--- config.mk ---
export PLATFORM = sky130hd
export DESIGN_NAME = soe_cell
export DESIGN_NICKNAME = d
export VERILOG_FILES = /design/src/rtl/core/stack_opcode_engine_defines.svh /design/src/rtl/core/soe_pkg.sv /design/src/rtl/core/soe_cell.sv
export SDC_FILE = /design/constraint.sdc
export NUM_CORES = 1
export LEC_CHECK = 0
export ABC_AREA = 1
export ABC_CLOCK_PERIOD_IN_PS = 1600
export BUFFER_PORTS_ARGS = -buffer_cell sky130_fd_sc_hd__buf_2
export CAP_MARGIN = 20
export CORE_ASPECT_RATIO = 1.4
export CORE_MARGIN = 3
export CORE_UTILIZATION = 30
export DETAILED_ROUTE_END_ITERATION = 10
export SLEW_MARGIN = 15
export SYNTH_ARGS = -nofsm -noshare
export SYNTH_HDL_FRONTEND = slang
export SYNTH_SLANG_ARGS = --single-unit
--- constraint.sdc ---
create_clock -name clk -period 1.6 [get_ports clk]
set_input_delay 0.32 -clock clk [delete_from_list [all_inputs] [get_ports clk]]
set_output_delay 0.32 -clock clk [all_outputs]
set_load 0.02 [all_outputs]
--- src/rtl/core/stack_opcode_engine_defines.svh ---
// Assertion helpers for the stack engine RTL.
`ifndef STACK_OPCODE_ENGINE_DEFINES_SVH
`define STACK_OPCODE_ENGINE_DEFINES_SVH

// Same-cycle implication, disabled while reset is asserted.
`define SOE_ASSERT_NOW(lbl, clk_s, rstn_s, ante, cons, msg) \
  lbl: assert property (@(posedge clk_s) disable iff (!rstn_s) (ante) |-> (cons)) \
    else $error(msg);

// Next-cycle implication, disabled while reset is asserted.
`define SOE_ASSERT_NEXT(lbl, clk_s, rstn_s, ante, cons, msg) \
  lbl: assert property (@(posedge clk_s) disable iff (!rstn_s) (ante) |=> (cons)) \
    else $error(msg);

`endif

--- src/rtl/core/soe_pkg.sv ---
`timescale 1ns / 1ps

package soe_pkg;

  localparam int STACK_DEPTH_DEF = 256;
  localparam int DATA_W          = 32;
  localparam int OP_W            = 3;
  localparam int ST_W            = 3;
  localparam int DEPTH_OUT_W     = 9;

  // opcodes
  localparam logic [OP_W-1:0] OP_PUSH = 3'd0;
  localparam logic [OP_W-1:0] OP_PEEK = 3'd1;
  localparam logic [OP_W-1:0] OP_POP  = 3'd2;
  localparam logic [OP_W-1:0] OP_SWAP = 3'd3;
  localparam logic [OP_W-1:0] OP_ADD  = 3'd4;

  // status codes
  localparam logic [ST_W-1:0] ST_OK         = 3'd0;
  localparam logic [ST_W-1:0] ST_FULL       = 3'd1;
  localparam logic [ST_W-1:0] ST_EMPTY_PEEK = 3'd2;
  localparam logic [ST_W-1:0] ST_EMPTY_POP  = 3'd3;
  localparam logic [ST_W-1:0] ST_SHORT_SWAP = 3'd4;
  localparam logic [ST_W-1:0] ST_SHORT_ADD  = 3'd5;

  // what a cell loads on the next edge
  typedef enum logic [1:0] {
    MV_HOLD,
    MV_FROM_UP,
    MV_FROM_DOWN
  } soe_move_t;

  // per-cycle command from the control block to the cell row
  typedef struct packed {
    soe_move_t head0;   // top cell
    soe_move_t head1;   // second cell
    soe_move_t body;    // all deeper cells
    logic      add_sel; // top cell takes the sum instead of cell 1
  } soe_cmd_t;

  typedef struct packed {
    logic [OP_W-1:0]          opcode;
    logic signed [DATA_W-1:0] push_value;
  } soe_in_t;

  typedef struct packed {
    logic [ST_W-1:0]          status;
    logic signed [DATA_W-1:0] top_value;
    logic [DEPTH_OUT_W-1:0]   stack_depth;
  } soe_out_t;

endpackage

--- src/rtl/core/soe_cell.sv ---
`timescale 1ns / 1ps

module soe_cell (
  input  logic                              clk,
  input  soe_pkg::soe_move_t                move,
  input  logic [soe_pkg::DATA_W-1:0]        up_data,
  input  logic [soe_pkg::DATA_W-1:0]        down_data,
  output logic [soe_pkg::DATA_W-1:0]        data_r
);
  import soe_pkg::*;

  logic [DATA_W-1:0] data_nxt;

  always_comb begin
    unique case (move)
      MV_FROM_UP:   data_nxt = up_data;
      MV_FROM_DOWN: data_nxt = down_data;
      MV_HOLD:      data_nxt = data_r;
      default:      data_nxt = data_r;
    endcase
  end

  // entry payload, no reset: only entries below the count are ever shown
  always_ff @(posedge clk) begin
    data_r <= data_nxt;
  end

endmodule

; ---- Word-level counts from Yosys, hierarchy flattened
; Index checks and enable logic that the tools add are counted.
[word_totals]
word_cells = 5
in_bits = 67
ff_bits = 32
out_inout_bits = 32
[classes]
n_mux = 1
reduce_logical = 1
n_eq_ne = 2
[ops]
columns = operator, count
row1 = case mux 32 bit (2 select lines), 1
row2 = == test 2 x 1 -> 1 bit (second input constant), 1
row3 = == test 2 bit (second input constant), 1
row4 = nonzero test 2 bit, 1

; ---- Depth between registers and ports, before layout
[logic_depth]
depth_word = 2
depth_mapped = 7
ltp_nobuf = 5

; ---- Worst setup path after synthesis
; No wires, ideal clock.
[synth_timing]
kind = input -> register
start = in move[0]
end = reg data_r[0] (netlist name) (enable)
t_required_ns = 1.213
cell_stages = 3
arrival_ns = 1.258
path_buffers = 0
setup_slack_ns = -0.045
setup_ns = 0.387
path_cell_list = inv_1 ha_1 inv_1
[synth_via]
elab_chain_len = 2
word_cells_on_any_way = 3
classes_between = eq/ne: 2 / reduce/logical: 1
[synth_lines]
columns = item, line
row1 = from (decl), soe_cell.sv:5  ; input soe_pkg::soe_move_t move,
row2 = == test 2 bit / == test 2 x 1 -> 1 bit (equally long branches), soe_cell.sv:15  ; unique case (move)
row3 = nonzero test 2 bit (no line) *, -
row4 = to (signal assigned), soe_cell.sv:25  ; data_r <= data_nxt;
row5 = to (decl), soe_cell.sv:8  ; output logic [soe_pkg::DATA_W-1:0] data_r
; Every way passes the cells marked *; elsewhere a longest branch is shown, timed or not.
; A chain may end at the register's enable or synchronous reset.

; ---- Final worst setup path
[layout_timing]
start = reg data_r[26] (netlist name)
end = out data_r[26] (netlist name)
; No word-level cell between the ends.

==> summary.md <==
| Metric | Value |
|---|---|
| Post-cts sizing count | 0 |
| Total gr overflow | 0 |
| Hpwl dp | 2610 um |
| Power density cells | 1110 nW/um^2 |
| Vias in the first global route | 1137 |
| Layout Nets | 308 |
| Final hold vios | 0 |
| Antenna violations before repair | 0 |
| Post-synth ARST share | 0% |
| Leading area contributor after synthesis | edfxtp_1 |
| Row count | 29 |
| Layout cells sized above 1 | 49.4% |
| Slew headroom | 84.0% |
| Ys flop type | edfxtp_1 |
| Worst slack, placed | 246 ps |
| Synth top area share | 65.3% |
| Critical Path, Cell by Cell | buf_2 |
| Largest register by flop count | data_r |
| Die width | 65.2 um |
| CTS tree | done |
| Data required time of the worst path | 1280 ps |
| Pins Over Slew Limit | 0 |
| CP startpoint | data_r[26]$_DFFE_PP_ |
| Crit path largest cell delay | 390 ps |
| Synth area leaders | edfxtp_1 (65%), nand2_1 (22%), nand2_2 (4.2%), clkbuf_8 (2.8%), buf_6 (2.3%) |
| Distinct cells, synth | 9 |
| Drt initial violations | 31 |
| Final setup violating endpoints | 0 |
| Crit-path leading delay family | flip-flops |
| Top-count cell post-synth | nand2_1 |
| Clock Path Buffers | 2 |
| Hold Crit Class | in -> reg |
| Die area | 5800 um^2 |
| Core area | 4640 um^2 |
| GRT Total Usage | 11.6% |
| Crit start category | flip-flop |
| Vias per cell | 3.98 |
| Post-DR wirelength/cell | 11.1 um |
| Outcome | finished, final reports clean |
| Top flop regs | data_r: 32 flops |
| Static Leak | 1.07 nW |
| Post-Syn Area per Cell | 10.6 um^2 |
| RD Place Congestion | 0.690 |
| HP Start | up_data[19] |
| CP max-delay cell | edfxtp_1 |
| Routed via count | 1205 |
| Yosys reg bits | 32 |
| Ports | 99 |
| Setup slack after layout | 438 ps |
| Starting density of the core | 31.7% |
| Worst EP arrival | 840 ps |
| Depth of the CTS H-tree | 2 |
| Ys Warns | 0 |
| First-pass GRT wire length | 5010 um |
| WS Path Type | reg -> out |
| Post-Syn Instances | 139 |
| Port Buffers | 98 |
| Post-Route WL | 3350 um |
| Clk slew on worst S/H paths | 70 ps |
| CTS Hold Buffers Added | 0 |
| Final Cycle Share | 72.7% |
| Post-DRT Antenna Nets | 0 |
| Clock root buffer | clkbuf_8 |
| Critical path buffers and inverters | 1 |
| Largest net degree at the start of global routing | 33 |
| Max rail drop VDD | 0.542 mV |
| Area delta synth->final | 42.0% |
| Post-CTS setup repair buffer count | 0 |
| Synthesized area | 1470 um^2 |
| Detailed Routing Iterations Pass 1 | 4 |
| Layout filler cell count | 491 |
| Die height | 88.9 um |
| CTS buffer count | 5 |
| Crit path time final | 1160 ps |
| RSZ-0062 raised after global routing | false |
| Max FO, Critical Path | 1 |
| Number of flops mapped to enable cells by yosys | 32 |
| Fmax | 0.860 GHz |
| DR DRC count | 0 |
| Max reg flops | 32 |
| Total clock sinks | 32 |
| Seq/Total Area, Yosys | 65.3% |
| Max-cap violation count | 0 |
| Antenna fix cells | 0 |
| Syn Nets | 207 |
| Setup TNS Final | 0 ps |
| Post-synth top cells | nand2_1 (86), edfxtp_1 (32), nand2_2 (10) |
| Worst slew pin tran | 240 ps |
| Critical Path Sink Type | output pin |
## metal layers
metal	up-vias	part of all wire, %	global-route usage [%]
met1	506	34	11.5
met4	0	1.4	6.79
met2	51	56	21.3
li1	643	-	-
met5	-	0	0
met3	5	8.9	3.52
## through the flow
stage / instance area (um^2) / total power, mW / hold WS, ps / std cells / util (%)
3_5_place_dp: 1980 / 1.62 / 585 / 295 / 42.7
6_report: 2090 / 2.32 / 305 / 303 / 45.0
5_1_grt: 2090 / 2.44 / 306 / 303 / 45.0
2_1_floorplan: 1480 / 1.41 / 493 / 139 / -
4_1_cts: 2090 / 2.36 / 293 / 303 / 45.0
3_3_place_gp: 1980 / 1.62 / 588 / 295 / 42.7
## cells by family (layout without fill, tap and decap cells)
| kind of cell | Yosys count | after routing | synth area share [%] |
|---|---|---|---|
| adders and majority gates | 1 | 1 | 0.849 |
| and+or+nand+nor | 96 | 96 | 26.2 |
| buffers and inverters | 10 | 112 | 7.73 |
| DFF | 32 | 32 | 65.3 |
## cell type report
| type | instances | area, um^2 | share of cell area (%) |
|---|---|---|---|
| Tap cell | 62 | 77.6 | 3.71 |
| Timing Repair Buffer | 101 | 526 | 25.1 |
| Clock buffer | 5 | 68.8 | 3.29 |
| Inverter | 3 | 22.5 | 1.08 |
| Sequential cell | 32 | 961 | 46.0 |
| Multi-Input combinational cell | 97 | 398 | 19.0 |
| Clock inverter | 3 | 37.5 | 1.80 |
## cell usage in the layout (no fill, tap or decap)
master | netlist | final
inv_8 | 1 | 1
inv_1 | 2 | 1
clkbuf_8 | 3 | 5
bufinv_16 | 0 | 1
clkinv_1 | 0 | 2
nand2_1 | 86 | 86
edfxtp_1 | 32 | 32
buf_4 | 0 | 2
buf_2 | 0 | 98
clkinvlp_4 | 0 | 1
ha_1 | 1 | 1
nand2_2 | 10 | 10
buf_12 | 1 | 1
## worst paths after layout
kind	depth (start not counted)	end	slack, ps
worst max-delay path	1	data_r[26]	440
worst min-delay path	3	data_r[19]$_DFFE_PP_	300
## power by group
group,switching [mW],total (mW),internal [mW]
Combinational,0.315,0.496,0.182
Clock,0.276,0.729,0.453
Sequential,0.0281,1.10,1.07
No activity file was read; power rests on OpenSTA's default activity.
