### src/rtl/core/stack_opcode_engine_defines.svh
// Assertion helpers for the stack engine RTL.
`ifndef STACK_OPCODE_ENGINE_DEFINES_SVH
`define STACK_OPCODE_ENGINE_DEFINES_SVH

// Same-cycle implication, disabled while reset is asserted.
`define SOE_ASSERT_NOW(lbl, clk_s, rstn_s, ante, cons, msg) \
  lbl: assert property (@(posedge clk_s) disable iff (!rstn_s) (ante) |-> (cons)) \
    else $error(msg);

// Next-cycle implication, disabled while reset is asserted.
`define SOE_ASSERT_NEXT(lbl, clk_s, rstn_s, ante, cons, msg) \
  lbl: assert property (@(posedge clk_s) disable iff (!rstn_s) (ante) |=> (cons)) \
    else $error(msg);

`endif

### src/rtl/core/soe_pkg.sv
`timescale 1ns / 1ps

package soe_pkg;

  localparam int STACK_DEPTH_DEF = 256;
  localparam int DATA_W          = 32;
  localparam int OP_W            = 3;
  localparam int ST_W            = 3;
  localparam int DEPTH_OUT_W     = 9;

  // opcodes
  localparam logic [OP_W-1:0] OP_PUSH = 3'd0;
  localparam logic [OP_W-1:0] OP_PEEK = 3'd1;
  localparam logic [OP_W-1:0] OP_POP  = 3'd2;
  localparam logic [OP_W-1:0] OP_SWAP = 3'd3;
  localparam logic [OP_W-1:0] OP_ADD  = 3'd4;

  // status codes
  localparam logic [ST_W-1:0] ST_OK         = 3'd0;
  localparam logic [ST_W-1:0] ST_FULL       = 3'd1;
  localparam logic [ST_W-1:0] ST_EMPTY_PEEK = 3'd2;
  localparam logic [ST_W-1:0] ST_EMPTY_POP  = 3'd3;
  localparam logic [ST_W-1:0] ST_SHORT_SWAP = 3'd4;
  localparam logic [ST_W-1:0] ST_SHORT_ADD  = 3'd5;

  // what a cell loads on the next edge
  typedef enum logic [1:0] {
    MV_HOLD,
    MV_FROM_UP,
    MV_FROM_DOWN
  } soe_move_t;

  // per-cycle command from the control block to the cell row
  typedef struct packed {
    soe_move_t head0;   // top cell
    soe_move_t head1;   // second cell
    soe_move_t body;    // all deeper cells
    logic      add_sel; // top cell takes the sum instead of cell 1
  } soe_cmd_t;

  typedef struct packed {
    logic [OP_W-1:0]          opcode;
    logic signed [DATA_W-1:0] push_value;
  } soe_in_t;

  typedef struct packed {
    logic [ST_W-1:0]          status;
    logic signed [DATA_W-1:0] top_value;
    logic [DEPTH_OUT_W-1:0]   stack_depth;
  } soe_out_t;

endpackage

### src/rtl/core/soe_ctrl.sv
`timescale 1ns / 1ps

module soe_ctrl #(
  parameter int STACK_DEPTH = soe_pkg::STACK_DEPTH_DEF,
  parameter int CW          = $clog2(STACK_DEPTH + 1)
) (
  input  logic                     clk,
  input  logic                     rst_n,
  input  logic                     accept,
  input  logic [soe_pkg::OP_W-1:0] opcode,
  output soe_pkg::soe_cmd_t        cmd,
  output logic [soe_pkg::ST_W-1:0] status,
  output logic [CW-1:0]            count_nxt,
  output logic [CW-1:0]            count_r
);
  import soe_pkg::*;

  localparam logic [CW-1:0] FULL_CNT = CW'(STACK_DEPTH);
  localparam logic [CW-1:0] ONE_CNT  = CW'(1);

  logic      is_empty;
  logic      is_short;
  logic      is_full;
  soe_cmd_t  cmd_op;
  logic [CW-1:0] count_op;

  assign is_empty = (count_r == '0);
  assign is_short = (count_r <= ONE_CNT);
  assign is_full  = (count_r == FULL_CNT);

  always_comb begin
    cmd_op   = '{head0: MV_HOLD, head1: MV_HOLD, body: MV_HOLD, add_sel: 1'b0};
    count_op = count_r;
    status   = ST_OK;
    unique case (opcode)
      OP_PUSH: begin
        if (is_full) begin
          status = ST_FULL;
        end else begin
          cmd_op   = '{head0: MV_FROM_UP, head1: MV_FROM_UP, body: MV_FROM_UP,
                       add_sel: 1'b0};
          count_op = count_r + ONE_CNT;
        end
      end
      OP_PEEK: begin
        if (is_empty) status = ST_EMPTY_PEEK;
      end
      OP_POP: begin
        if (is_empty) begin
          status = ST_EMPTY_POP;
        end else begin
          cmd_op   = '{head0: MV_FROM_DOWN, head1: MV_FROM_DOWN, body: MV_FROM_DOWN,
                       add_sel: 1'b0};
          count_op = count_r - ONE_CNT;
        end
      end
      OP_SWAP: begin
        if (is_short) begin
          status = ST_SHORT_SWAP;
        end else begin
          cmd_op = '{head0: MV_FROM_DOWN, head1: MV_FROM_UP, body: MV_HOLD,
                     add_sel: 1'b0};
        end
      end
      OP_ADD: begin
        if (is_short) begin
          status = ST_SHORT_ADD;
        end else begin
          // top takes the sum, everything below moves up one place
          cmd_op   = '{head0: MV_FROM_DOWN, head1: MV_FROM_DOWN, body: MV_FROM_DOWN,
                       add_sel: 1'b1};
          count_op = count_r - ONE_CNT;
        end
      end
      default: begin
        // unused opcodes: no operation
      end
    endcase
  end

  always_comb begin
    if (accept) begin
      cmd       = cmd_op;
      count_nxt = count_op;
    end else begin
      cmd       = '{head0: MV_HOLD, head1: MV_HOLD, body: MV_HOLD, add_sel: 1'b0};
      count_nxt = count_r;
    end
  end

  always_ff @(posedge clk) begin
    if (!rst_n) begin
      count_r <= '0;
    end else begin
      count_r <= count_nxt;
    end
  end

endmodule

### config.mk
export PLATFORM = sky130hd
export DESIGN_NAME = soe_ctrl
export DESIGN_NICKNAME = d
export VERILOG_FILES = /design/src/rtl/core/stack_opcode_engine_defines.svh /design/src/rtl/core/soe_pkg.sv /design/src/rtl/core/soe_ctrl.sv
export SDC_FILE = /design/constraint.sdc
export NUM_CORES = 1
export LEC_CHECK = 0
export BUFFER_PORTS_ARGS = -buffer_cell sky130_fd_sc_hd__buf_2
export CAP_MARGIN = 20
export CORE_MARGIN = 4
export CORE_UTILIZATION = 47
export CTS_BUF_LIST = sky130_fd_sc_hd__clkbuf_4 sky130_fd_sc_hd__clkbuf_8 sky130_fd_sc_hd__clkbuf_16
export DETAILED_ROUTE_END_ITERATION = 10
export PLACE_DENSITY = 0.76
export SLEW_MARGIN = 40
export SYNTH_ARGS = -nofsm -noshare
export SYNTH_HDL_FRONTEND = slang
export SYNTH_SLANG_ARGS = --single-unit
export TNS_END_PERCENT = 100
### constraint.sdc
create_clock -name clk -period 2.1 [get_ports clk]
set_input_delay 0.21 -clock clk [delete_from_list [all_inputs] [get_ports clk]]
set_output_delay 0.21 -clock clk [all_outputs]
set_load 0.01 [all_outputs]
### Word-level counts from Yosys, hierarchy flattened

Cells that the tools add are included.

| cells by class | value |
|---|---|
| $add $sub $neg | 2 |
| order comparisons | 1 |
| equal/unequal tests | 5 |
| muxes and demuxes | 17 |
| reductions and logical operators | 2 |

Operators by type and width:

| cell | number |
|---|---|
| 2-to-1 mux 9 bit | 4 |
| 2-to-1 mux 7 bit | 4 |
| one-hot mux 7 bit (4 select lines) | 1 |
| one-hot mux 9 bit (3 select lines) | 1 |
| one-hot mux 3 bit (5 select lines) | 1 |
| adder 9 x 1 -> 9 bit, second input constant | 1 |
| == test 9 bit, second input constant | 1 |
| <= comparator 9 x 1 -> 1 bit, second input constant | 1 |
| zero test 9 bit | 1 |
| subtractor 9 x 1 -> 9 bit, second input constant | 1 |
| == test 3 x 2 -> 1 bit, second input constant | 2 |
| 2-to-1 mux 3 bit | 2 |
| 2-to-1 mux 6 bit | 1 |
| 2-to-1 mux 2 bit | 2 |
| == test 3 x 1 -> 1 bit, second input constant | 1 |
| == test 3 bit, second input constant | 1 |
| zero test 3 bit | 1 |
| 2-to-1 mux 1 bit | 1 |

| word-level totals | value |
|---|---|
| flip-flop bits (word level) | 9 |
| output and inout bits | 28 |
| logic and storage cells | 28 |

### Longest topological paths before layout

Gate-level depths: netlist (run 1).

| logic depth | value |
|---|---|
| depth after elaboration | 4 |
| mapped depth | 8 |
| depth with buffers taken out | 7 |

### Worst setup path before layout (run 1)

Ideal clock, no wire load.

| timing | value |
|---|---|
| path kind | reg2out |
| start point | register count_r[0] |
| end point | output port count_nxt[1] |
| arrival time | 2.051 ns |
| setup slack | -0.161 ns |
| stages on the path, launching flop included | 9 |
| cells stage by stage | dfxtp_1 -> clkbuf_1 -> inv_1 -> ha_1 -> nor4b_2 -> a21oi_2 -> o2bb2ai_4 -> mux2i_1 -> o21ai_0 |

| on the way | value |
|---|---|
| cells in the longest elaborated chain, start to end | 4 |

RTL lines:

| item | line | RTL |
|---|---|---|
| start, declared | soe_ctrl.sv:14 | `output logic [CW-1:0] count_r` |
| start signal, assigned | soe_ctrl.sv:95 | `count_r <= count_nxt;` |
| subtractor 9 x 1 -> 9 bit, or another cell as far along | soe_ctrl.sv:54, soe_ctrl.sv:72 |  |
| 2-to-1 mux 9 bit (on tied branches) | soe_ctrl.sv:66, soe_ctrl.sv:37, soe_ctrl.sv:49 |  |
| one-hot mux 9 bit (3 select lines) (*) | soe_ctrl.sv:35 | `unique case (opcode)` |
| 2-to-1 mux 9 bit (*) | soe_ctrl.sv:82 | `if (accept) begin` |
| end, declared | soe_ctrl.sv:13 | `output logic [CW-1:0] count_nxt,` |

Every way passes the cells marked *; elsewhere a longest branch is shown, timed or not.

### Final worst setup path (run 1)

| timing | value |
|---|---|
| start point | register count_r[7] |
| end point | output port count_nxt[8] |

Same word-level chain as after synthesis.

==> results by stage, run 1 <==
Outcome:
- The run finished, with violations left.
- The final reports fail on setup timing.

Setup path:
- The number of cells on the worst reg-to-reg path is 7.
- By startpoint and endpoint, the worst setup path is classified as reg -> out.
- The kind of cell with the highest combined delay along the critical path is compound AO/OA/AOI/OAI gates.
- The critical path endpoint category is an output port.
- The critical-path maximum fanout is 6.
- The critical path contains buffers and inverters numbering 2 combined.
- The largest stage delay on the critical path is 0.40 ns.
- For this design, the slowest cell found on the critical path is nor4_4.
- The type of origin of the critical path is a flop.
- Traced cell by cell, the critical path runs through nor4_4 > buf_4 > a21oi_4 > o2bb2ai_4 > a221oi_2 > o22ai_1 > buf_2.
- The number of stages on the worst setup path is 7.
- The worst path arrival time is 2.06 ns.
- The worst endpoint required time is 1.89 ns.

CTS:
- CTS built an H-tree with a depth of 1.
- In this run, CTS created clock tree buffers numbering 3.
- The clock-pin slew of the registers on the worst-case setup and hold paths is 0.07 ns.
- The clock reaches the later pin of the worst-skew pair after 0.28 ns.
- The clock passes through at most 2 buffers.
- The tree is rooted in a clkbuf_4.
- The number of hold buffers added after cts is 0.
- For this design, the sink count on the clock tree is 9.
- TritonCTS built the clock tree.

Global routing:
- Across every metal layer, demand over resource in global routing totals 25.2%.
- The initial antenna violation count is 0.
- The first global-routing pass estimated 6870 um of wire.
- Global routing finished with a remaining overflow of 0.
- The pin count of the biggest net entering global routing is 15.
- The number of global-route vias before repair was 1473.

Pwr:
- IR analysis of the VDD net gives a maximum drop of 0.325 mV.
- The combinational share of power is 43.8%.
- The sequential cell fraction of total power is 29.3%.
- Power spread over the standard cell area amounts to 346 mW/mm^2.
- The share of power burned in the clock network is 26.8%.
- Summed over all cells, the static leakage comes to 0.805 nW.
- For this design the total switching power over the nets is 0.231 mW.
- Cell internal power was estimated by the tool at 0.377 mW.
- In this run switching power makes up 38.0% of total power.

Placed design:
- The post-placement cell count is 228.
- The global placement routability congestion is 1.00.
- The HPWL after detailed placement is 3020 um.
- Input and output buffers added on the ports amount to 33.

Final layout:
- The most common cell after layout, fill and taps aside is buf_2.
- The fill cell instance count of the final layout is 193.
- The filler-free cell count of the finished design is 242.
- The multi-input combinational cells in the finished layout cover a total of 0.00110 mm^2.
- The flip-flop count of the largest register after layout is 9.
- In the final layout, the registers with the most flip-flops are count_r (9).
- Counting flops per register, the top entry is count_r.
- Registers take 189 um^2.
- The growth of design area from synthesis to finish is 44.2%.
- At the end of the flow, the number of nets in the layout was 223.
- The antenna diode count is 0.
- In the layout the commonest cells are 32 x buf_2, 21 x buf_4, 12 x nand2_1.
- Cells with a size suffix above 1 make up 49.1% of the layout.

Timing:
- The final total negative setup slack is -1.17 ns.
- The transition time of the tightest slew-check pin is 0.481 ns.
- The smallest clock period supported by the final layout is computed as 2.27 ns.
- Setup violations remaining at the end of the flow were counted as 10.
- Across all setup checks in the final design, the least slack found is -0.169 ns.
- The highest achievable clock rate is 0.441 GHz.
- The number of max-slew violations in the final report was 0.
- The setup clock skew after layout is 0.00495 ns.
- The normalized max-slew margin is 67.6%.
- The total count of hold-check failures in the final report is 0.
- Setup repair after global routing could not meet its margin everywhere.
- Of the available clock period, the critical path in the final layout requires 108%.

Floorplan:
- The I/O pin count is 34.
- The die footprint is 0.00347 mm^2.
- The row count is 18.
- The starting density of the core is 49.2%.
- The floorplan die height is 58.9 um.
- The standard cell core area is 0.00248 mm^2.
- The x dimension of the die is 58.9 um.

Logic synthesis:
- The post-synthesis register bit count is 9.
- The netlist uses 62 different library cells.
- In the synthesized netlist the dominant register cell turns out to be dfxtp_1.
- A synthesized cell averages 7.39 um^2.
- The synthesis warning total is 0.
- Sorting the synthesized cells by area gives the leading types as dfxtp_1 15%, ha_1 4.1%, o21ai_0 4.1%.
- When the netlist entered floorplanning its net count stood at 175.
- The share of synthesized area in the top cell type comes to 14.8%.
- The number of synthesized flops with an enable pin is 0.
- The gate count after technology mapping is 165.
- Summing every instance area after synthesis gives 0.00122 mm^2.
- The fraction of registers with async set/reset is 0%.
- Sequential elements use 14.8% of the synthesized area.
- Summed over all instances, the cell type with the most area after synthesis is dfxtp_1.

Detailed routing:
- The detailed-route wire length per cell is 18.0 um.
- The number of DRC violations after detailed routing is 0.
- The first detailed-routing pass ran for 4 iterations.
- In this run the remaining antenna-violating nets after routing total 0.
- The final route contains 1575 vias.
- The first routing iteration left 73 violations.
- In the routed layout, each cell is associated on average with a via count of 6.51.
- For this block, the routed nets add up to 4350 um of wire.

Worst hold path:
- The tightest min-delay check is of the in -> reg type.
- Along the worst hold path, the cell count comes to 2.

Run:
- Across the run, the number of max-cap violations was 0.
[metrics by stage]
| stage | setup slack, ns | instance area [um^2] | util (%) | total power, mW | hold WS [ns] |
|---|---|---|---|---|---|
| 6_report | -0.169 | 1760 | 71.0 | 0.608 | 0.274 |
| 5_1_grt | -0.253 | 1760 | 71.0 | 0.643 | 0.280 |
| 4_1_cts | -0.144 | 1670 | 67.2 | 0.590 | 0.264 |
| 3_5_place_dp | -0.00430 | 1470 | 59.2 | 0.395 | 0.562 |
| 3_3_place_gp | 0.0458 | 1470 | 59.2 | 0.391 | 0.561 |
| 2_1_floorplan | 0.00604 | 1230 | - | 0.332 | 0.469 |
[metal layers]
layer | vias to the layer above | part of all wire, % | track usage (%)
met3 | 21 | 6.0 | 2.19
met2 | 86 | 47 | 42.6
met4 | 0 | 4.3 | 12.0
met5 | - | 0 | 0
met1 | 749 | 42 | 32.1
li1 | 719 | - | -
[Yosys cell counts (2+ instances only)]
| cell | count |
|---|---|
| nand2_1 | 13 |
| o21ai_0 | 10 |
| dfxtp_1 | 9 |
| nor2_1 | 9 |
| nand3_1 | 8 |
| buf_2 | 7 |
| inv_1 | 7 |
| clkbuf_1 | 6 |
| nor3_1 | 6 |
| and3_1 | 5 |
| o21a_1 | 5 |
| a21oi_1 | 4 |
| a31oi_1 | 4 |
| ha_1 | 4 |
| o31ai_1 | 4 |
| nand4_1 | 3 |
| a21boi_0 | 2 |
| a221oi_1 | 2 |
| a22o_1 | 2 |
| and2_1 | 2 |
| and2_2 | 2 |
| buf_4 | 2 |
| mux2i_1 | 2 |
| nand2b_1 | 2 |
| nor4_1 | 2 |
| o211ai_1 | 2 |
| o22ai_1 | 2 |
| o32ai_1 | 2 |
| or2_2 | 2 |
| or3_1 | 2 |
| xnor2_1 | 2 |
[final timing paths]
path / start / endpoint / slack [ns]
worst max-delay path: count_r[7] / count_nxt[8] / -0.17
worst max register to register: count_r[7] / count_r[5] / 0.20
worst min register to register: count_r[0] / count_r[0] / 0.57
worst min-delay path: rst_n / count_r[3] / 0.27
[what timing repair did]
action | CTS | global route
gates resized for setup | 32 | 13
pin swaps | 13 | 10
endpoints found under the setup margin | 14 | 16
cloned | 1 | 0
setup buffers | 5 | 4
[power by group through the flow]
stage	sequential, mW	combinational (mW)	clock, mW
5_1_grt	0.179	0.287	0.177
4_1_cts	0.178	0.244	0.167
3_3_place_gp	0.182	0.209	0
6_report	0.179	0.267	0.163
3_5_place_dp	0.182	0.213	0
2_1_floorplan	0.184	0.148	0
[cell families after synthesis]
kind of cell               synth area share, %
AOI/OAI and AO/OA                         35.9
xor gates and xnor gates                  2.15
adders and majority gates                 4.10
buffers and inverters                     8.41
DFF                                       14.8
muxes                                     1.64
and+or+nand+nor                           33.0
[area by class of cell]
class | count | area share (%)
Sequential cell | 9 | 10.7
Multi-Input combinational cell | 134 | 62.5
Tap cell | 30 | 2.13
Timing Repair Buffer | 58 | 21.3
Clock buffer | 4 | 1.71
Inverter | 7 | 1.64
[worst register-to-register path, delay by kind of cell (launching register included)]
| kind | cells | cell delay (ns) |
|---|---|---|
| compound gates | 4 | 0.72 |
| buf+inv | 2 | 0.34 |
| flops | 1 | 0.34 |
| simple gates | 1 | 0.40 |
Power figures use the tool's default switching activity.
==> run 2: changes to the inputs <==
--- a/config.mk
+++ b/config.mk
@@ -8,10 +8,11 @@
 export BUFFER_PORTS_ARGS = -buffer_cell sky130_fd_sc_hd__buf_2
 export CAP_MARGIN = 20
 export CORE_MARGIN = 4
-export CORE_UTILIZATION = 47
+export CORE_UTILIZATION = 52
 export CTS_BUF_LIST = sky130_fd_sc_hd__clkbuf_4 sky130_fd_sc_hd__clkbuf_8 sky130_fd_sc_hd__clkbuf_16
 export DETAILED_ROUTE_END_ITERATION = 10
-export PLACE_DENSITY = 0.76
+export MAX_ROUTING_LAYER = met4
+export PLACE_DENSITY = 0.8
 export SLEW_MARGIN = 40
 export SYNTH_ARGS = -nofsm -noshare
 export SYNTH_HDL_FRONTEND = slang
==> constraint.sdc (replaced) <==
create_clock -name clk -period 2.59 [get_ports clk]
set_input_delay 0.259 -clock clk [delete_from_list [all_inputs] [get_ports clk]]
set_output_delay 0.259 -clock clk [all_outputs]
set_load 0.01 [all_outputs]
==> run 2 against run 1 <==
Net effect:
- the run now ends clean
- first-iteration DRC count increased by 18%
- global-route usage shrank 1.5 points
- wire length decreased by 14%
- sequential power is 18% lower
- sequential share of layout area is 1.8 points higher
- hold slack better by 0.057 ns
==> results by stage, run 2 (synthesis results as in run 1) <==
Placed design:
- The cell area reported after detailed placement is 0.00138 mm^2 (-5.8%).
- The worst setup timing slack at the placement stage came to 0.415 ns (+0.420 ns).
- The final HPWL from detailed placement came to 2750 um (-9.1%).
- The post-placement cell count came to 215 (-5.7%).
- The global placement routability congestion is 1.01 (+0.92%).
- The number of input and output port buffers inserted is 33 (unchanged).

Timing:
- Subtracting the final worst setup slack from the clock period gives 2.48 ns.
- The number of max-slew violations in the final report came to 0 (unchanged).
- In the finished design, the share of the clock period the worst path needs comes to 95.9%.
- The setup clock skew after layout is 0.00256 ns (-0.00239 ns).
- The worst path setup slack after routing was 0.107 ns (+0.276 ns).
- The total count of hold-check failures in the final report is 0 (unchanged).
- The highest achievable clock rate is 0.403 GHz.
- The final total negative setup slack is 0 ns (+1.17 ns).
- The normalized max-slew margin is 61.4% (-6.2 points).
- The transition time of the tightest slew-check pin is 0.574 ns (+0.0934 ns).
- The total setup violations reported at the end of the flow is 0 (-10).

CTS:
- TritonCTS built the clock tree.
- The clock-pin slew of the registers on the worst-case setup and hold paths was 0.07 ns (about the same).
- The deepest level of the CTS H-tree is 1 (unchanged).
- The post-CTS repair timing setup buffer count is 0 (-5).
- The clock latency of the later-clocked register in the worst-skew pair is 0.27 ns (about the same).
- The number of clock buffers inserted by TritonCTS came to 3 (unchanged).
- The clock sink count came to 9 (unchanged).
- The root buffer cell is clkbuf_4.
- The clock tree buffer depth is 2 (unchanged).

Final layout:
- The top register by number of flip-flops is count_r.
- Compared with the post-synthesis result, the final layout area differs by 17.6%.
- The antenna diode count was 0 (unchanged).
- The filler-free cell count of the finished design is 219 (-9.5%).
- The number of nets in the finished design is 202 (-9.4%).
- The fill cell instance count of the final layout is 213 (+10%).
- The library cells used most frequently in the layout, excluding fill and tap cells, are 33 x buf_2, 13 x nand2_1, 10 x o21ai_0.
- The post-route cell area came to 0.00144 mm^2 (-18%).
- The flip-flop count of the largest register after layout was 9 (unchanged).
- The most common cell after layout, fill and taps aside is buf_2.
- The fraction of layout cells with a size suffix above 1 is 31.9% (-17 points).
- The largest registers in the layout are count_r (9).

Worst hold path:
- The hold-critical path depth was 2 (unchanged).
- The class of the most critical hold timing path is in -> reg.
- The worst min-delay path startpoint is rst_n.
- The worst hold path terminates at count_r[3].

Global routing:
- The global routing usage summed across all routing layers was 23.7% (-1.5 points).
- The busiest layer in global routing is met2.
- The initial antenna violation count came to 0 (unchanged).
- The leftover overflow at the end of global routing came to 0 (unchanged).
- The met2 usage is 36.0% (-6.6 points).
- The first-pass GRT wire length is 6090 um (-11%).
- The global routing met3 resource utilization came to 4.14% (+1.9 points).
- The number of global-route vias before repair is 1318 (-11%).
- The pin count of the biggest net entering global routing is 15 (unchanged).
- The met1 global-route usage was 31.5% (-0.60 points).

Setup path:
- The worst endpoint required time came to 2.33 ns (+0.44 ns).
- The worst path arrival time was 2.22 ns (+0.16 ns).
- The setup path with the least slack is of type reg -> out.
- The worst reg-to-reg setup slack is 0.65 ns (+0.45 ns).
- The critical path endpoint category is an output port.
- The most critical setup path has its startpoint at count_r[0].
- The worst register-to-register path ends at count_r[5].
- The count of cells along the worst register-to-register path was 7 (unchanged).
- The beginning of the worst register-to-register path is count_r[0].
- The critical-path maximum fanout is 9 (+3).
- The worst setup path is launched from a flop.

Pwr:
- The cell area power density is 311 mW/mm^2 (-10%).
- The static power due to leakage was 0.671 nW (-17%).
- The maximum vdd ir drop was 0.223 mV (-31%).

Floorplan:
- The starting density of the core came to 55.1% (+5.9 points).
- The row count came to 17 (-1).
- The standard cell core area is 0.00221 mm^2 (-11%).
- The I/O pin count came to 34 (unchanged).
- The floorplan die height came to 56.4 um (-4.3%).
- The die footprint is 0.00318 mm^2 (-8.3%).
- The x dimension of the die is 56.4 um (-4.3%).

Detailed routing:
- The wire length after detailed routing is 3730 um (-14%).
- The number of DRC violations after detailed routing is 0 (unchanged).
- The number of nets with antenna violations after routing was 0 (unchanged).
- The total via count in the routed design came to 1466 (-6.9%).
- The number of detailed-route iterations in the first pass was 4 (unchanged).
- The count of routing violations after the opening detailed-route iteration is 86 (+18%).
- The post-detailed-route via-to-cell ratio came to 6.69 (+2.9%).
- The detailed-route wire length per cell is 17.0 um (-5.4%).

Run:
- The max-cap violation count is 0 (unchanged).

Outcome:
- The run finished with clean final reports.
==> run 2: metrics by stage <==
stage | util, % | hold slack, ns | power, mW
2_1_floorplan | - | 0.518 | 0.268
3_3_place_gp | 62.4 | 0.558 | 0.309
3_5_place_dp | 62.4 | 0.593 | 0.311
4_1_cts | 63.8 | 0.328 | 0.437
5_1_grt | 64.9 | 0.340 | 0.470
6_report | 64.9 | 0.331 | 0.447
==> run 2: layout make-up <==
class | instances | area (um^2) | share of cell area (%)
Multi-Input combinational cell | 133 | 961 | 67.0
Tap cell | 28 | 35.0 | 2.44
Sequential cell | 9 | 180 | 12.6
Clock buffer | 4 | 30.0 | 2.09
Timing Repair Buffer | 38 | 203 | 14.1
Inverter | 7 | 26.3 | 1.83
==> run 2: power breakdown <==
group | leakage [nW] | switching (mW) | internal (mW)
logic | 0.579 | 0.101 | 0.0697
registers | 0.0727 | 0.00497 | 0.141
clock network | 0.0184 | 0.0600 | 0.0700
==> run 2: repair_timing <==
action / CTS / global route
gates resized for setup: 0 / 4
setup endpoints to repair: 0 / 6
hold buffers: 0 / 0
==> run 2: critical path, cell delays in order (launching register included) <==
cell and delay, ns:
dfxtp_1 0.32, inv_1 0.13, ha_2 0.25, nor4b_4 0.27
a21oi_2 0.18, o2bb2ai_4 0.22, a22o_1 0.26, a22o_1 0.20
buf_2 0.13
==> run 2: how the worst max path moves through the flow <==
| stage | to | slack [ns] | cells after the start |
|---|---|---|---|
| 2_1_floorplan | count_nxt[1] | 0.28 | 8 |
| 3_3_place_gp | count_nxt[3] | 0.41 | 8 |
| 3_5_place_dp | count_nxt[3] | 0.42 | 8 |
| 4_1_cts | count_nxt[5] | 0.10 | 8 |
| 5_1_grt | count_nxt[0] | -0.002 | 6 |
| 6_report | count_nxt[5] | 0.11 | 8 |
==> run 2: metal layers <==
metal	vias up	routed length, um
li1	675	-
met4	0	93
met1	673	1580
met5	-	0
met3	16	326
met2	102	1720
==> run 3: changes to the inputs <==
--- a/config.mk
+++ b/config.mk
@@ -5,14 +5,14 @@
 export SDC_FILE = /design/constraint.sdc
 export NUM_CORES = 1
 export LEC_CHECK = 0
-export BUFFER_PORTS_ARGS = -buffer_cell sky130_fd_sc_hd__buf_2
 export CAP_MARGIN = 20
 export CORE_MARGIN = 4
-export CORE_UTILIZATION = 52
+export CORE_UTILIZATION = 63
 export CTS_BUF_LIST = sky130_fd_sc_hd__clkbuf_4 sky130_fd_sc_hd__clkbuf_8 sky130_fd_sc_hd__clkbuf_16
 export DETAILED_ROUTE_END_ITERATION = 10
+export DONT_BUFFER_PORTS = 1
 export MAX_ROUTING_LAYER = met4
-export PLACE_DENSITY = 0.8
+export PLACE_DENSITY = 0.79
 export SLEW_MARGIN = 40
 export SYNTH_ARGS = -nofsm -noshare
 export SYNTH_HDL_FRONTEND = slang
==> run 3 against run 2 <==
Net effect:
- setup slack improved by 0.043 ns
- critical path type unchanged
- core utilization increased by 4.9 points
- global-route usage increased by 4.2 points
- critical path depth decreased by 3
- via count decreased by 11%
- critical endpoint is now count_nxt[4]
- fmax increased by 1.8%
- flip-flop and latch count unchanged
- register-to-register slack got worse by 0.16 ns
==> results by stage, run 3 (synthesis results as in run 1) <==
Outcome:
- The flow ran to the end, and the final reports show no timing, DRC or antenna violations.

Timing:
- The normalized max-slew margin came to 57.3% (-4.1 points).
- The worst path setup slack after routing is 0.150 ns (+0.0433 ns).
- The final period demand of the worst path is 2.44 ns (-0.0433 ns).
- The setup clock skew after layout is 0.00482 ns (+0.00226 ns).
- The highest achievable clock rate was 0.410 GHz (+1.8%).
- Setup repair after global routing left no endpoint under its margin.
- The worst hold slack is 0.106 ns (-0.225 ns).
- The number of max-slew violations in the final report is 0 (unchanged).
- The total setup violations reported at the end of the flow is 0 (unchanged).
- The transition time of the tightest slew-check pin was 0.637 ns (+0.0627 ns).
- The final total negative setup slack is 0 ns (unchanged).
- The period utilization is 94.2% (-1.7 points).
- The total count of hold-check failures in the final report is 0 (unchanged).

Placed design:
- The worst setup timing slack at the placement stage is 0.394 ns (-0.0215 ns).
- The post-placement cell count is 178 (-17%).
- The number of input and output port buffers inserted was 0 (-100%).
- The final HPWL from detailed placement is 2550 um (-7.0%).
- The global placement routability congestion was 1.05 (+3.2%).

Setup path:
- The largest stage delay on the critical path is 0.48 ns (+0.16 ns).
- The worst register-to-register path begins at count_r[0].
- The worst path buffer plus inverter count is 0 (-2).
- The worst path arrival time came to 2.18 ns (-0.04 ns).
- STA classifies the critical path startpoint as a flop.
- The cell family with the largest share of critical-path delay is simple AND/OR/NAND/NOR gates.
- The count of cells along the worst register-to-register path was 7 (unchanged).
- The largest individual stage delay along the critical path comes from the cell nor4_4.
- The signal on the critical path passes through nor4_4 > and4_4 > a2bb2oi_2 > a2bb2oi_1 > o22ai_1.
- The capture point of the worst reg-to-reg path is count_r[6].
- The worst reg-to-reg setup slack is 0.49 ns (-0.16 ns).
- The worst setup path category is reg -> out.
- The worst endpoint required time is 2.33 ns (about the same).
- The critical path endpoint category is an output port.
- The critical-path maximum fanout came to 7 (-2).

Worst hold path:
- The endpoint of the worst hold path is count_r[6].
- The tightest min-delay check is of the in -> reg type.
- In this run the most critical hold path is launched from rst_n.
- The hold-critical path depth is 1 (-1).

CTS:
- The clock sink count is 9 (unchanged).
- The clock tree buffer depth was 2 (unchanged).
- The clock latency of the later-clocked register in the worst-skew pair was 0.27 ns (about the same).
- The deepest level of the CTS H-tree was 1 (unchanged).
- TritonCTS built the clock tree.
- The root buffer cell is clkbuf_4.
- The number of hold buffers added after cts is 0 (unchanged).
- The clock-pin slew of the registers on the worst-case setup and hold paths is 0.07 ns (about the same).
- The number of clock buffers inserted by TritonCTS was 3 (unchanged).
- The post-CTS repair timing setup buffer count was 0 (unchanged).

Detailed routing:
- The total via count in the routed design is 1310 (-11%).
- The number of detailed-route iterations in the first pass is 4 (unchanged).
- The count of routing violations after the opening detailed-route iteration is 64 (-26%).
- The number of DRC violations after detailed routing is 0 (unchanged).
- The detailed-route wire length per cell was 18.7 um (+10%).
- The wire length after detailed routing is 3410 um (-8.5%).
- The number of nets with antenna violations after routing is 0 (unchanged).
- The post-detailed-route via-to-cell ratio was 7.20 (+7.5%).

Global routing:
- The leftover overflow at the end of global routing is 0 (unchanged).
- The initial antenna violation count came to 0 (unchanged).
- The number of global-route vias before repair is 1204 (-8.6%).
- The global routing usage summed across all routing layers is 27.9% (+4.2 points).
- The first-pass GRT wire length is 5620 um (-7.8%).
- The pin count of the biggest net entering global routing is 15 (unchanged).

Floorplan:
- The standard cell core area is 0.00178 mm^2 (-19%).
- The starting density of the core was 68.4% (+13 points).
- The row count is 15 (-2).
- The floorplan die height is 52.0 um (-7.8%).
- The I/O pin count came to 34 (unchanged).
- The die footprint is 0.00270 mm^2 (-15%).
- The x dimension of the die is 52.0 um (-7.8%).

Final layout:
- In the final layout, the registers with the most flip-flops are count_r (9).
- The filler-free cell count of the finished design is 182 (-17%).
- The sequential standard cell area is 181 um^2 (+0.69%).
- The fill cell instance count of the final layout is 160 (-25%).
- The number of nets in the finished design is 168 (-17%).
- The top register by number of flip-flops is count_r.
- The growth of design area from synthesis to finish is 2.05%.
- The top cell types in the final layout, fill and taps aside, are 13 x nand2_1, 10 x o21ai_0, 9 x nor2_1.
- The fraction of layout cells with a size suffix above 1 was 15.9% (-16 points).
- The flip-flop count of the largest register after layout is 9 (unchanged).
- Leaving out fill and tap cells, the most frequent cell in the layout is nand2_1.
- The footprint of the multi-input gates came to 946 um^2 (-1.6%).
- The antenna diode count came to 0 (unchanged).

Pwr:
- The cell area power density is 331 mW/mm^2 (+6.2%).
- The switching power was 0.146 mW (-12%).
- The overall power consumption is 0.412 mW (-7.8%).
- The share of power burned in the clock network is 31.4% (+2.3 points).
- The sequential cell fraction of total power was 36.5% (+3.8 points).
- The internal power is 0.266 mW (-5.2%).
- The combinational share of power is 32.2% (-6.0 points).
- The switching part of the total power came to 35.4% (-1.8 points).
- The static power due to leakage is 0.492 nW (-27%).
- The maximum vdd ir drop is 0.287 mV (+28%).

Run:
- The max-cap violation count is 0 (unchanged).
[run 3: changes by cell type in the layout (fill, tap and decap cells not counted), sizes merged]
| cell | delta |
|---|---|
| buf | -34 |
[run 3: final cells by class]
class	count	share of cell area, %
Clock buffer	4	2.41
Multi-Input combinational cell	133	76.0
Inverter	7	2.11
Sequential cell	9	14.6
Timing Repair Buffer	4	2.41
Tap cell	25	2.51
[run 3: timing repair]
item,4_1_cts,5_1_grt
endpoints found under the setup margin,0,6
resized for setup,0,2
hold endpoints to repair,0,0
[run 3: worst max-delay path by stage]
stage | from | to | slack (ns) | cells after the start
after global routing | count_r[0] | count_nxt[1] | 0.001 | 8
after detailed placement | count_r[3] | count_nxt[0] | 0.39 | 5
final | count_r[7] | count_nxt[4] | 0.15 | 5
after floorplan | count_r[0] | count_nxt[1] | 0.28 | 8
after global placement | count_r[3] | count_nxt[0] | 0.43 | 5
after CTS | count_r[3] | count_nxt[0] | 0.09 | 5
[run 3: metrics by stage]
| step | area, um^2 | utilization [%] |
|---|---|---|
| after floorplan | 1220 | - |
| after global placement | 1200 | 67.6 |
| after detailed placement | 1200 | 67.6 |
| after CTS | 1230 | 69.3 |
| after global routing | 1240 | 69.8 |
| final | 1240 | 69.8 |
[run 3: metal layers]
metal / share of wire, % / global-route usage (%) / vias up / wire [um]
li1: - / - / 604 / -
met1: 40 / 34.1 / 615 / 1360
met2: 47 / 44.4 / 83 / 1600
met3: 12 / 5.73 / 8 / 403
met4: 1.5 / 11.4 / 0 / 51
met5: 0 / - / - / 0
[run 3: power groups by stage]
stage / Combinational (mW) / Sequential, mW / Clock, mW
3_3_place_gp: 0.127 / 0.153 / 0
4_1_cts: 0.130 / 0.150 / 0.129
5_1_grt: 0.144 / 0.151 / 0.134
2_1_floorplan: 0.119 / 0.149 / 0
3_5_place_dp: 0.130 / 0.153 / 0
6_report: 0.132 / 0.150 / 0.129
